**src/sv/scratchpad_crc_temperature_check_assert.svh**
```systemverilog
// ----------------------------------------------------------------------------
// Scratchpad CRC temperature check assertion macros
// Concurrent assertion wrappers that vanish in synthesis builds.
// ----------------------------------------------------------------------------
`ifndef SCRATCHPAD_CRC_TEMPERATURE_CHECK_ASSERT_SVH
`define SCRATCHPAD_CRC_TEMPERATURE_CHECK_ASSERT_SVH
`ifndef SYNTHESIS
// Same-cycle implication, disabled while reset is asserted.
`define SCTC_ASSERT_NOW(label, clk, rst_n, ante, cons) \
	label: assert property (@(posedge clk) disable iff (!(rst_n)) (ante) |-> (cons)) \
		else $error("assertion failed");
// Next-cycle implication, disabled while reset is asserted.
`define SCTC_ASSERT_NEXT(label, clk, rst_n, ante, cons) \
	label: assert property (@(posedge clk) disable iff (!(rst_n)) (ante) |=> (cons)) \
		else $error("assertion failed");
`else
`define SCTC_ASSERT_NOW(label, clk, rst_n, ante, cons)
`define SCTC_ASSERT_NEXT(label, clk, rst_n, ante, cons)
`endif
`endif

```
**src/sv/sctc_pkg.sv**
```systemverilog
// ----------------------------------------------------------------------------
// Scratchpad CRC temperature check package
// Shared widths, result types and the CRC-8 byte update.
// ----------------------------------------------------------------------------
package sctc_pkg;

	localparam int BYTE_W = 8;
	localparam int TEMP_W = 12;
	localparam int POS_W  = 4;

	// Reflected form of x^8+x^5+x^4+1.
	localparam logic [BYTE_W-1:0] CRC_POLY = 8'h8C;

	typedef struct packed {
		logic [TEMP_W-1:0] temperature;
		logic              crc_ok;
		logic [BYTE_W-1:0] crc_remainder;
	} sctc_res_t;

	typedef struct packed {
		logic      last;
		sctc_res_t res;
	} sctc_core_out_t;

	// One byte through the CRC, one bit per step, least significant first.
	function automatic logic [BYTE_W-1:0] crc8_update(input logic [BYTE_W-1:0] crc,
		input logic [BYTE_W-1:0] b);
		logic [BYTE_W-1:0] c;
		c = crc ^ b;
		for (int k = 0; k < BYTE_W; k++) begin
			if (c[0]) begin
				c = (c >> 1) ^ CRC_POLY;
			end else begin
				c = c >> 1;
			end
		end
		return c;
	endfunction

endpackage

```
**src/sv/sctc_byte_if.sv**
```systemverilog
// ----------------------------------------------------------------------------
// Scratchpad byte channel
// Valid/ready channel carrying one scratchpad byte per request.
// ----------------------------------------------------------------------------
interface sctc_byte_if;
	import sctc_pkg::*;

	logic              valid;
	logic              ready;
	logic [BYTE_W-1:0] data_byte;

	modport source (output valid, output data_byte, input ready);
	modport sink (input valid, input data_byte, output ready);
endinterface

```
**src/sv/sctc_result_if.sv**
```systemverilog
// ----------------------------------------------------------------------------
// Temperature result channel
// Valid/ready channel carrying one frame result per request.
// ----------------------------------------------------------------------------
interface sctc_result_if;
	import sctc_pkg::*;

	logic              valid;
	logic              ready;
	logic [TEMP_W-1:0] temperature;
	logic              crc_ok;
	logic [BYTE_W-1:0] crc_remainder;

	modport source (output valid, output temperature, output crc_ok, output crc_remainder,
		input ready);
	modport sink (input valid, input temperature, input crc_ok, input crc_remainder,
		output ready);
endinterface

```
**src/sv/sctc_frame_core.sv**
```systemverilog
// ----------------------------------------------------------------------------
// Scratchpad frame core
// Running CRC, byte position, captured bytes and held temperature.
// ----------------------------------------------------------------------------
module sctc_frame_core #(
	parameter int FRAME_BYTES = 9
) (
	input  logic                          clk,
	input  logic                          arst_n,
	input  logic                          fire,
	input  logic [sctc_pkg::BYTE_W-1:0]   data_byte,
	output sctc_pkg::sctc_core_out_t      status
);
	import sctc_pkg::*;

	localparam logic [POS_W-1:0] LAST_POS = POS_W'(FRAME_BYTES - 1);

	logic [BYTE_W-1:0] crc_q;
	logic [POS_W-1:0]  pos_q;
	logic [BYTE_W-1:0] low_q;
	logic [BYTE_W-1:0] high_q;
	logic [TEMP_W-1:0] temp_q;

	logic [BYTE_W-1:0]   crc_next;
	logic                last;
	logic                ok;
	logic [2*BYTE_W-1:0] word;
	logic [TEMP_W-1:0]   temp_next;

	always_comb begin
		crc_next  = crc8_update(crc_q, data_byte);
		last      = (pos_q >= LAST_POS);
		ok        = (crc_next == '0);
		word      = {high_q, low_q};
		temp_next = ok ? word[2*BYTE_W-1:2*BYTE_W-TEMP_W] : temp_q;
	end

	assign status.last              = last;
	assign status.res.temperature   = temp_next;
	assign status.res.crc_ok        = ok;
	assign status.res.crc_remainder = crc_next;

	always_ff @(posedge clk or negedge arst_n) begin
		if (!arst_n) begin
			crc_q  <= '0;
			pos_q  <= '0;
			low_q  <= '0;
			high_q <= '0;
			temp_q <= '0;
		end else if (fire) begin
			if (pos_q == POS_W'(0)) begin
				low_q <= data_byte;
			end
			if (pos_q == POS_W'(1)) begin
				high_q <= data_byte;
			end
			if (last) begin
				crc_q  <= '0;
				pos_q  <= '0;
				temp_q <= temp_next;
			end else begin
				crc_q <= crc_next;
				pos_q <= pos_q + POS_W'(1);
			end
		end
	end
endmodule

```
**src/sv/scratchpad_crc_temperature_check.sv**
```systemverilog
// ----------------------------------------------------------------------------
// Scratchpad CRC temperature check
// Checks sensor scratchpad frames with CRC-8 and tracks the temperature.
// ----------------------------------------------------------------------------
// Scratchpad bytes arrive one per request on the scratch channel, byte 0 of
// each frame first, and go through the reflected CRC-8 of x^8+x^5+x^4+1.
// After FRAME_BYTES bytes the block issues one request on the result channel
// with the CRC remainder, a flag that is set when the remainder is zero, and
// the held temperature: on a good frame it becomes the raw 16-bit word of
// bytes 0 and 1 shifted right by four (negative readings become large
// values), on a bad frame the previous value stays. A byte is taken every
// cycle while the scratch channel does not stall: it lands in an input
// register, from there the CRC is updated with one byte-wide step, and a
// frame's last byte loads the result register that drives the result channel.
// Bytes keep flowing while a result waits to be taken; only a frame's last
// byte waits for the result register to be free, so the scratch channel
// stalls only when the result channel holds back a previous result.
module scratchpad_crc_temperature_check #(
	parameter int FRAME_BYTES = 9
) (
	input logic          clk,
	input logic          arst_n,
	sctc_byte_if.sink    scratch,
	sctc_result_if.source result
);
	import sctc_pkg::*;

	`include "scratchpad_crc_temperature_check_assert.svh"

	logic              valid_s1;
	logic [BYTE_W-1:0] byte_s1;
	logic              valid_s2;
	sctc_res_t         res_s2;

	sctc_core_out_t core_status;
	logic           out_free;
	logic           fire;
	logic           in_accept;

	// The result register is free when it is empty or being drained now.
	assign out_free  = !valid_s2 || result.ready;
	// A byte may retire unless it closes a frame and the result slot is busy.
	assign fire      = valid_s1 && (!core_status.last || out_free);
	assign scratch.ready = !valid_s1 || fire;
	assign in_accept = scratch.valid && scratch.ready;

	sctc_frame_core #(
		.FRAME_BYTES(FRAME_BYTES)
	) u_core (
		.clk       (clk),
		.arst_n    (arst_n),
		.fire      (fire),
		.data_byte (byte_s1),
		.status    (core_status)
	);

	always_ff @(posedge clk or negedge arst_n) begin
		if (!arst_n) begin
			valid_s1 <= 1'b0;
		end else if (scratch.ready) begin
			valid_s1 <= scratch.valid;
		end
	end

	always_ff @(posedge clk) begin
		if (in_accept) begin
			byte_s1 <= scratch.data_byte;
		end
	end

	always_ff @(posedge clk or negedge arst_n) begin
		if (!arst_n) begin
			valid_s2 <= 1'b0;
		end else if (fire && core_status.last) begin
			valid_s2 <= 1'b1;
		end else if (result.ready) begin
			valid_s2 <= 1'b0;
		end
	end

	always_ff @(posedge clk) begin
		if (fire && core_status.last) begin
			res_s2 <= core_status.res;
		end
	end

	assign result.valid         = valid_s2;
	assign result.temperature   = res_s2.temperature;
	assign result.crc_ok        = res_s2.crc_ok;
	assign result.crc_remainder = res_s2.crc_remainder;

	// A frame-closing byte never retires while an untaken result is pending.
	`SCTC_ASSERT_NOW(a_no_overwrite, clk, arst_n, valid_s2 && !result.ready && core_status.last, !fire)
	// Closing a frame always leaves a result waiting in the next cycle.
	`SCTC_ASSERT_NEXT(a_result_follows, clk, arst_n, fire && core_status.last, valid_s2)
	// The good-CRC flag agrees with the reported remainder.
	`SCTC_ASSERT_NOW(a_ok_matches, clk, arst_n, valid_s2 && res_s2.crc_ok, res_s2.crc_remainder == '0)
endmodule
```
**src/flat_wrapper.sv**
```systemverilog
// flat-port wrapper written by rule: the top's interface ports become plain ports
module scratchpad_crc_temperature_check_flat import sctc_pkg::*;
#(
	parameter int FRAME_BYTES = 9
)
  (clk, arst_n, scratch_valid, scratch_data_byte, scratch_ready, result_valid, result_temperature, result_crc_ok, result_crc_remainder, result_ready);
  sctc_byte_if scratch_i ();
  sctc_result_if result_i ();
  input logic clk;
  input logic arst_n;
  input wire logic [$bits(scratch_i.valid)-1:0] scratch_valid;
  input wire logic [$bits(scratch_i.data_byte)-1:0] scratch_data_byte;
  output wire logic [$bits(scratch_i.ready)-1:0] scratch_ready;
  output wire logic [$bits(result_i.valid)-1:0] result_valid;
  output wire logic [$bits(result_i.temperature)-1:0] result_temperature;
  output wire logic [$bits(result_i.crc_ok)-1:0] result_crc_ok;
  output wire logic [$bits(result_i.crc_remainder)-1:0] result_crc_remainder;
  input wire logic [$bits(result_i.ready)-1:0] result_ready;
  assign scratch_i.valid = scratch_valid;
  assign scratch_i.data_byte = scratch_data_byte;
  assign scratch_ready = scratch_i.ready;
  assign result_valid = result_i.valid;
  assign result_temperature = result_i.temperature;
  assign result_crc_ok = result_i.crc_ok;
  assign result_crc_remainder = result_i.crc_remainder;
  assign result_i.ready = result_ready;
  scratchpad_crc_temperature_check #(.FRAME_BYTES(FRAME_BYTES)) u_core (.clk(clk), .arst_n(arst_n), .scratch(scratch_i), .result(result_i));
endmodule
```
**config.mk**
```make
export PLATFORM = sky130hd
export DESIGN_NAME = scratchpad_crc_temperature_check_flat
export DESIGN_NICKNAME = d
export VERILOG_FILES = /design/src/sv/sctc_pkg.sv /design/src/sv/sctc_byte_if.sv /design/src/sv/sctc_result_if.sv /design/src/sv/sctc_frame_core.sv /design/src/sv/scratchpad_crc_temperature_check.sv /design/src/flat_wrapper.sv
export VERILOG_INCLUDE_DIRS = /design/src /design/src/sv
export SDC_FILE = /design/constraint.sdc
export NUM_CORES = 1
export LEC_CHECK = 0
export ABC_CLOCK_PERIOD_IN_PS = 5250
export BUFFER_PORTS_ARGS = -buffer_cell sky130_fd_sc_hd__buf_4
export CAP_MARGIN = 30
export CORE_MARGIN = 5
export CORE_UTILIZATION = 30
export DETAILED_ROUTE_END_ITERATION = 10
export PLACE_DENSITY_LB_ADDON = 0.12
export SYNTH_ARGS = -nofsm -noshare
export SYNTH_HDL_FRONTEND = slang
export SYNTH_SLANG_ARGS = --single-unit
export TNS_END_PERCENT = 20
```
**constraint.sdc**
```tcl
create_clock -name clk -period 5.25 [get_ports clk]
set_clock_uncertainty 0.2 [all_clocks]
set_input_delay 1.3125 -clock clk [delete_from_list [all_inputs] [get_ports clk]]
set_output_delay 1.3125 -clock clk [all_outputs]
set_load 0.01 [all_outputs]
```
-- Yosys cells after proc, flatten, opt, wreduce, memory -nomap -nowiden
Cells that the tools add are included.
- register bits after elaboration: 71
- input bits: 12
- output and inout bits: 23
- logic and storage cells: 51
- add/subtract/negate cells: 1
- order comparisons: 1
- eq/ne operators: 1
- multiplexer cells: 13
- bitwise operators: 9
- reductions and logical operators: 15
- operator list (kind ; number):
    8-bit 2-to-1 mux ; 9
    2-bit inverter with 3-bit output ; 8
    12-bit 2-to-1 mux ; 1
    8-bit zero test ; 1
    8-bit XOR ; 1
    2-bit AND reduction ; 3
    4-bit by 1-bit adder with 4-bit output (second input constant) ; 1
    4-bit by 1-bit == test with 1-bit output (second input constant) ; 1
    4-bit greater-or-equal comparator (second input constant) ; 1
    4-bit zero test ; 1
    4-bit 2-to-1 mux ; 1
    1-bit logical AND ; 3
    1-bit zero test ; 3
    1-bit logical OR ; 3
    1-bit 2-to-1 mux ; 2
    2-bit nonzero test ; 1

-- Logic depth before layout (Yosys ltp)
- word-level depth: 19
- depth in mapped cells: 7
- depth with buffers taken out: 5

-- Hierarchy
From an unflattened synthesis, not the netlist that was laid out.
- cell total of the unflattened synthesis: 174
- area, all modules: 2934.1 um^2
- by module, submodules not included (module ; times used ; cells each ; area an instance (um^2) ; sequential area each (um^2)):
    sctc_frame_core ; 1 ; 135 ; 1941.9 ; 900.9
    scratchpad_crc_temperature_check ; 1 ; 39 ; 992.2 ; 920.9

-- Least setup slack after synthesis
Ideal clock, no wire load.
- path type: input to register
- from: in result_ready
- to: reg u_core.u_core.temp_q[10]
- library setup time: 0.125 ns
- arrival: 3.013 ns
- required time: 4.925 ns
- setup slack: 1.912 ns
- stages: 5
- buffers on the path: 1
- path through: nor2b_1 -> nor2_1 -> nand2_2 -> buf_6 -> mux2_4
- longest elaborated chain between the ends: 4
- ends and longest elaborated chain (item ; line ; text):
    start: declaration ; flat_wrapper.sv:18 ; input wire logic [$bits(result_i.ready)-1:0] result_ready;
    1-bit logical OR ; scratchpad_crc_temperature_check.sv:41 ; assign out_free = !valid_s2 || result.ready;
    1-bit logical OR ; scratchpad_crc_temperature_check.sv:43 ; assign fire = valid_s1 && (!core_status.last || out_free);
    1-bit logical AND ; scratchpad_crc_temperature_check.sv:43 ;
    2-bit AND reduction (no line) ; - ;
    end signal: assignment ; sctc_frame_core.sv:60 ; temp_q <= temp_next;
    end: declaration ; sctc_frame_core.sv:22 ; logic [TEMP_W-1:0] temp_q;
Every way passes these cells.
A chain may end at the register's enable or synchronous reset.

-- Final worst setup path
- from: in result_ready
- to: out scratch_ready
- longest elaborated chain between the ends: 4
- ends and longest elaborated chain (item ; line ; text):
    1-bit logical OR ; scratchpad_crc_temperature_check.sv:41 ;
    1-bit logical OR ; scratchpad_crc_temperature_check.sv:43 ;
    1-bit logical AND ; scratchpad_crc_temperature_check.sv:43 ;
    1-bit logical OR ; scratchpad_crc_temperature_check.sv:44 ; assign scratch.ready = !valid_s1 || fire;
    end: declaration ; flat_wrapper.sv:13 ; output wire logic [$bits(scratch_i.ready)-1:0] scratch_ready;
Every way passes these cells.

==> results.sh <==
export IMPL_met1_length_mm=2.602
export IMPL_coreArea_mm2=0.009196
export IMPL_rows=35
export IMPL_final_max_slew_viol_count=0
export IMPL_finalCriticalPeriod_ns=3.490
export IMPL_maxSlewHeadroom=0.6666
export IMPL_finalHoldViolCount=0
export IMPL_end_kind="output port"
export IMPL_pwr_density_cell_mw_per_mm2=557.1
export IMPL_grt_pass1_wl_mm=8.521
export IMPL_cts_tree="yes"
export IMPL_holdBufCountCts=0
export IMPL_synthCells=175
export IMPL_highest_layer="met4"
export IMPL_grt_max_degree=39
export IMPL_netlist_area_mm2=0.002810
export IMPL_timing_final_crit_share=0.6647
export IMPL_drive_above_1_share=0.4299
export IMPL_ios=35
export IMPL_cts_setup_buffers=0
export IMPL_cpMostUsedCell="buf_4"
export IMPL_worst_slew_pin_slew_ns=0.4982
export IMPL_clockBufferDepth=2
export IMPL_area_delta_synth_final_pct=22.84
export IMPL_place_area_mm2=0.003188
export IMPL_drt_iter0_drc=23
export IMPL_port_buffers=34
export IMPL_power_uw=1923
export IMPL_root_buffer="clkbuf_8"
export IMPL_max_freq_mhz=286.5
export IMPL_dr_pass1_iters=4
export IMPL_numCtsBuffers=9
export IMPL_cap_viol_max_count=0
export IMPL_crit_slowest_cell="nor2b_1"
export IMPL_crit_type="input port to output port"
export IMPL_synth_edf_count=29
export IMPL_setup_viol=0
export IMPL_place_hpwl_mm=3.439
export IMPL_initial_core_util=0.3056
export IMPL_path_clk_slew_ns=0.07
export IMPL_synth_net_count=190
export IMPL_die_h_um=106.8
export IMPL_crit_fanout=4
export IMPL_avgSynthCellArea_um2=16.06
export IMPL_fin_setup_tns_ns=0
export IMPL_yosys_top_cells_area="dfrtp_1, edfxtp_1, mux2_2"
export IMPL_grt_antenna_before_repair=0
export IMPL_stdcell_count=332
export IMPL_wl_per_cell_um=15.55
export IMPL_fin_area_mm2=0.003452
export IMPL_grt_usage=0.09964
export IMPL_outcome="completed"
export IMPL_netlist_area_leader_share=0.3384
export IMPL_overflow=0
export IMPL_crit_required_ns=3.74
export IMPL_clk_latency_ns=0.34
export IMPL_synth_area_leader_cell="dfrtp_1"
export IMPL_numClockSinks=67
export IMPL_finalNetCount=231
export IMPL_cts_max_level=3
export IMPL_synthArstFlopShare=0.5672
export IMPL_vias_per_cell=4.410
export IMPL_antenna_left=0
export IMPL_crit_buf_inv=2
export IMPL_critPathTopFamily="simple AND/OR/NAND/NOR gates"
export IMPL_cts_resized=0
export IMPL_max_stage_delay_ns=0.23
export IMPL_ys_top_cells_by_count="dfrtp_1, edfxtp_1, mux2_2, xnor2_1, nand2_1"
export IMPL_startpoint_type="input port"
export IMPL_p_leak_uw=0.001493
export IMPL_vias=1464
export IMPL_gp_congestion=0.6962
export IMPL_wl_met3_um=279
export IMPL_dp_cells=316
export IMPL_drt_total_wl_mm=5.164
export IMPL_whs_ns=0.3099
export IMPL_hold_path_class="flip-flop to flip-flop"
export IMPL_synth_cell_type_count=28
export IMPL_ys_ff_latch=67
export IMPL_critPathArrivalTime_ns=1.98
export IMPL_wl_met2_mm=2.164
export IMPL_die_area_mm2=0.01140
export IMPL_synth_most_common_cell="dfrtp_1"
export IMPL_synthFlopType="dfrtp_1"
export IMPL_die_x_um=106.8
export IMPL_diodes=0
export IMPL_synth_warnings=0
export IMPL_worstPathCellList="buf_4, nor2b_1, nand3_1, buf_4"
export IMPL_vdd_ir_drop_max_mv=0.2177
export IMPL_rsz0062_at_grt="no"
export IMPL_grt_pass1_vias=1596
export IMPL_ys_seq_area_frac=0.6483
export IMPL_route_detailed_drc=0
final timing paths:
kind / from / end / cells after the start / slack [ns]
max in group asynchronous: arst_n / u_core.u_core.pos_q[1] / 1 / 3.76
worst min-delay path: u_core.u_core.temp_q[1] / u_core.u_core.temp_q[1] / 1 / 0.31
min in group asynchronous: arst_n / u_core.u_core.crc_q[1] / 1 / 0.73
worst max register to register: u_core.byte_s1[4] / u_core.u_core.temp_q[5] / 6 / 2.42
worst min register to register: u_core.u_core.temp_q[1] / u_core.u_core.temp_q[1] / 1 / 0.31
worst max-delay path: result_ready / scratch_ready / 4 / 1.76
per-stage QoR:
step / util / setup slack [ns]
floorplan: - / 1.912
global placement: 0.3467 / 1.779
detailed placement: 0.3467 / 1.739
CTS: 0.3754 / 1.734
global route: 0.3754 / 1.679
finish: 0.3754 / 1.760
power breakdown:
group          total [µW]  switching (µW)  internal [µW]
logic                 568             277            290
clock network         564             202            363
registers             791            81.6            710
sequential cells by signal, summed over array words and instances, names as in the netlist:
| register | cells |
|---|---|
| u_core.u_core.temp_q | 12 |
| u_core.u_core.pos_q | 4 |
| u_core.result.valid | 1 |
| u_core.byte_s1 | 8 |
| u_core.u_core.high_q | 8 |
| u_core.result.crc_ok | 1 |
| u_core.valid_s1 | 1 |
| u_core.result.temperature | 12 |
| u_core.u_core.crc_q | 8 |
| u_core.result.crc_remainder | 8 |
| u_core.u_core.low_q | 4 |
per-layer routing:
metal	global-route usage	vias up
met2	0.1376	31
met1	0.1390	724
met5	0	-
met4	0.04932	0
li1	-	699
met3	0.03311	10
area by class of cell:
| cell class | count | area [µm²] |
|---|---|---|
| Timing Repair Buffer | 36 | 270.3 |
| Fill cell | 892 | 5744 |
| Inverter | 3 | 11.26 |
| Multi-Input combinational cell | 99 | 945.9 |
| Clock buffer | 9 | 123.9 |
| Tap cell | 111 | 138.9 |
| Sequential cell | 67 | 1822 |
| Clock inverter | 7 | 140.1 |
kinds of logic after synthesis:
family,Yosys count,share of synthesized area
adders and majority gates,3,0.01336
DFF,67,0.6483
muxes,36,0.1576
AOI/OAI and AO/OA,11,0.03028
and+or+nand+nor,29,0.05654
xor gates and xnor gates,20,0.07791
buffers and inverters,9,0.01603
worst reg2reg max path, cell delays in order (launching register included):
cell and delay, ns:
edfxtp_1 0.51, xnor2_1 0.32, xnor3_1 0.46, nor4_4 0.27, buf_4 0.27, nand2_2 0.30, mux2_4 0.38
layout by cell type, fill, tap and decap left out, drive strengths merged, types with 2 or more instances in the layout:
master and instances:
edfxtp 29, xnor3 2, a31o 2, xnor2 14, nand4 2, nor2 4, bufinv 4, buf 36
and2 5, clkbuf 9, ha 3, mux2 36, dfrtp 38, clkinv 2, nand2b 2, a22o 6
xor2 4, o21ai 3, nand2 12, inv 3
Power figures use the tool's default switching activity.
